$ cat src/hdl/drr_ram.sv
// Generic single write port, single read port RAM with registered read.
module drr_ram #(
  parameter int unsigned WIDTH = 32,
  parameter int unsigned DEPTH = 128
) (
  input  logic                     clk_i,
  input  logic                     we_i,
  input  logic [$clog2(DEPTH)-1:0] waddr_i,
  input  logic [WIDTH-1:0]         wdata_i,
  input  logic [$clog2(DEPTH)-1:0] raddr_i,
  output logic [WIDTH-1:0]         rdata_o
);

  logic [WIDTH-1:0] mem_q [DEPTH];
  logic [WIDTH-1:0] rdata_q;

  // Write and registered read
  always_ff @(posedge clk_i) begin
    if (we_i) begin
      mem_q[waddr_i] <= wdata_i;
    end
    rdata_q <= mem_q[raddr_i];
  end

  assign rdata_o = rdata_q;

endmodule

$ cat config.mk
export PLATFORM = sky130hd
export DESIGN_NAME = drr_ram
export DESIGN_NICKNAME = d
export VERILOG_FILES = /design/src/hdl/drr_ram.sv
export SDC_FILE = /design/constraint.sdc
export NUM_CORES = 2
export LEC_CHECK = 0
export BUFFER_PORTS_ARGS = -buffer_cell sky130_fd_sc_hd__buf_2
export CAP_MARGIN = 10
export CORE_ASPECT_RATIO = 1.25
export CORE_UTILIZATION = 50
export CTS_CLUSTER_SIZE = 28
export DETAILED_ROUTE_END_ITERATION = 8
export PLACE_DENSITY = 0.65
export SLEW_MARGIN = 30
export SYNTH_ARGS = -nofsm -noshare
export SYNTH_HDL_FRONTEND = slang
export SYNTH_SLANG_ARGS = --single-unit
export TNS_END_PERCENT = 5
$ cat constraint.sdc
create_clock -name clk_i -period 7.95 [get_ports clk_i]
set_clock_uncertainty 0.15 [all_clocks]
set_input_delay 1.9875 -clock clk_i [delete_from_list [all_inputs] [get_ports clk_i]]
set_output_delay 1.9875 -clock clk_i [all_outputs]
set_load 0.01 [all_outputs]
==> results.md <==
- Final hold vios: 0
- Drt via density: 6.49
- Worst path arrival time: 5.58 ns
- Synth warnings: 0
- Final WS setup: 3.04 ns
- Drt pass-1 iters: 5
- Clock sinks: 4128
- Distinct cell type count after synthesis: 17
- Core footprint: 311000 sq um
- Grt ovf: 0
- Final period util: 61.8%
- Post-cts sizing count: 0
- Post-route minimum period: 4.91 ns
- Routability Congestion: 0.833
- Vias in the first global route: 71800
- Clock Tree Buf Depth: 4
- Syn Nets: 6038
- Largest net degree at the start of global routing: 113
- DRC viols: 0
- CP Launch Point: raddr_i[0]
- FF-to-FF End: rdata_o[9]
- Mux cell area share after synthesis: 19.6%
- Static leakage: 54.0 nW
- Filler cells: 22000
- Final setup viols: 0
- Routed WL per cell: 38.9 um
- Clock insertion delay at the later pin of the skew report: 0.94 ns
- Cell Pwr Density: 254 nW/um^2
- H-Tree Depth: 5
- Die X: 502 um
- Postcts setup bufs: 0
- Startpoint Class: primary input
- IO Port Bufs: 79
- Worst Path Max Fanout: 79
- IO Count: 80
- Hold Path Class: register to register
- Adder-Cell Fraction of Synth Area: 0%
- R2R setup slack: 5.15 ns
- First-pass GRT wire length: 588000 um
- Dpl cell area: 164000 sq um
- WL final: 426000 um
- Post-place setup slack: 2.07 ns
- Commonest non-fill, non-tap cell in the layout: edfxtp_1
- Worst slew margin: 28.9%
- CP Capture Type: register
- Row cnt: 229
- Worst Hold Launch: mem_q[56][26]
- Sum of negative setup slack: 0 ns
- Fin area: 177000 sq um
- Mean Syn Cell Area: 26.1 sq um
- Worst vdd ir: 0.186 mV
- DP Wirelength: 250000 um
- RR Startpoint: mem_q[108][9]
- Starting Density: 50.2%
- Worst slew pin tran: 1.07 ns
- Total GRT Usage: 27.5%
- Highest clock rate: 204 MHz
- Reg2reg path depth: 4
- Post-synthesis simple-gate area fraction: 0.446%
- Max Slew Vio Count: 0
- Hold_ws: 1.01 ns
- Largest family of logic cells by synthesized area: multiplexers
- Initial antenna violation count: 61
- Share of layout cells above drive strength 1: 36.0%
- Hold path depth: 4
- Hold EP: rdata_o[26]
- TritonCTS clock tree: done
- Clock tree root buffer cell: clkbuf_16
- Full die area: 315000 sq um
- Die height: 627 um
- Compound-Gate Fraction of Synth Area: 0%
- Nets: 6456
- Crit path kind: primary input to register
- Detailed Route Iter0 Violations: 9951
- Inserted Clock Buffers: 390
- Post-synthesis register bit count: 4128
- Sequential fraction of the synthesis area: 79.1%
- Area Overhead vs Synth: 13.5%
- Most frequent cells in the layout: 4096 x edfxtp_1, 1344 x mux4_2, 397 x clkbuf_16
- Mapped Cells: 5990
- Worst-path clk slew: 0.06 ns
- Hold_buf cts: 0
- Detail Route Antenna Nets: 0
- Synthesized cell area: 156000 sq um
- Outcome: complete, no violations
- RSZ-0062 raised after global routing: no
- CP required: 8.61 ns
- Max-cap check violation count: 0
- XOR/XNOR Fraction of Synth Area: 0%
- Vias: 71200
state kept, by name, summed over array words and instances (netlist names):
signal / cells
mem_q: 4096
rdata_o: 32
cell type report:
cell class | count | area, sq um | area share (%)
clock buffer | 460 | 10200 | 5.74
timing repair buffer | 342 | 3490 | 1.97
sequential | 4128 | 124000 | 69.7
multi-input combinational | 1546 | 32300 | 18.2
tap | 4158 | 5200 | 2.93
antenna | 95 | 238 | 0.134
clock inverter | 241 | 2280 | 1.28
critical path, cell delays in order:
cell and delay [ns]:
buf_12 0.53, buf_12 0.49, mux4_2 0.58, mux4_2 0.66
mux4_2 0.66, mux2_2 0.32
per-stage QoR:
stage,utilization (%),std cells,power [mW]
final,57.0,11000,45.0
after CTS,56.8,10900,45.1
after global placement,52.7,10100,27.0
after detailed placement,52.8,10200,27.0
after floorplan,-,5990,25.7
after global routing,57.0,11000,46.0
synthesized netlist by cell type, drive strengths merged:
cell / count / area, sq um
nor2b: 7 / 43.8
mux2: 32 / 360
nor2: 122 / 458
edfxtp: 4096 / 123000
nand2: 14 / 52.6
clkbuf: 182 / 683
nor3: 9 / 45.0
buf: 134 / 628
nand2b: 2 / 12.5
mux4: 1344 / 30300
nand3: 12 / 60.1
nand4: 3 / 18.8
or3: 1 / 6.26
dfxtp: 32 / 641
report_power, final:
part	total [mW]	internal (mW)	switching, mW
Combinational	2.38	0.882	1.50
Clock	18.5	10.4	8.06
Sequential	24.1	24.0	0.112
Total	45.0	35.3	9.67
per-layer routing:
metal / global-route usage, % / up-vias / wire length [um]
met4: 14.0 / 22 / 22700
li1: - / 27300 / -
met3: 4.58 / 672 / 38100
met5: 0 / - / 138
met1: 35.8 / 39300 / 151000
met2: 44.9 / 3946 / 215000
worst max path at each step:
stage | end | depth (start not counted)
CTS | rdata_o[18] | 6
finish | rdata_o[28] | 6
floorplan | mem_q[98][0] | 3
global route | rdata_o[28] | 6
detailed placement | rdata_o[28] | 6
global placement | rdata_o[28] | 6
logic make-up after synthesis:
kind of cell           count (synthesis)
multiplexers                        1376
buffers and inverters                316
flip-flops                          4128
AND/OR/NAND/NOR                      170
Note: power is estimated with default switching activity, not from simulation.
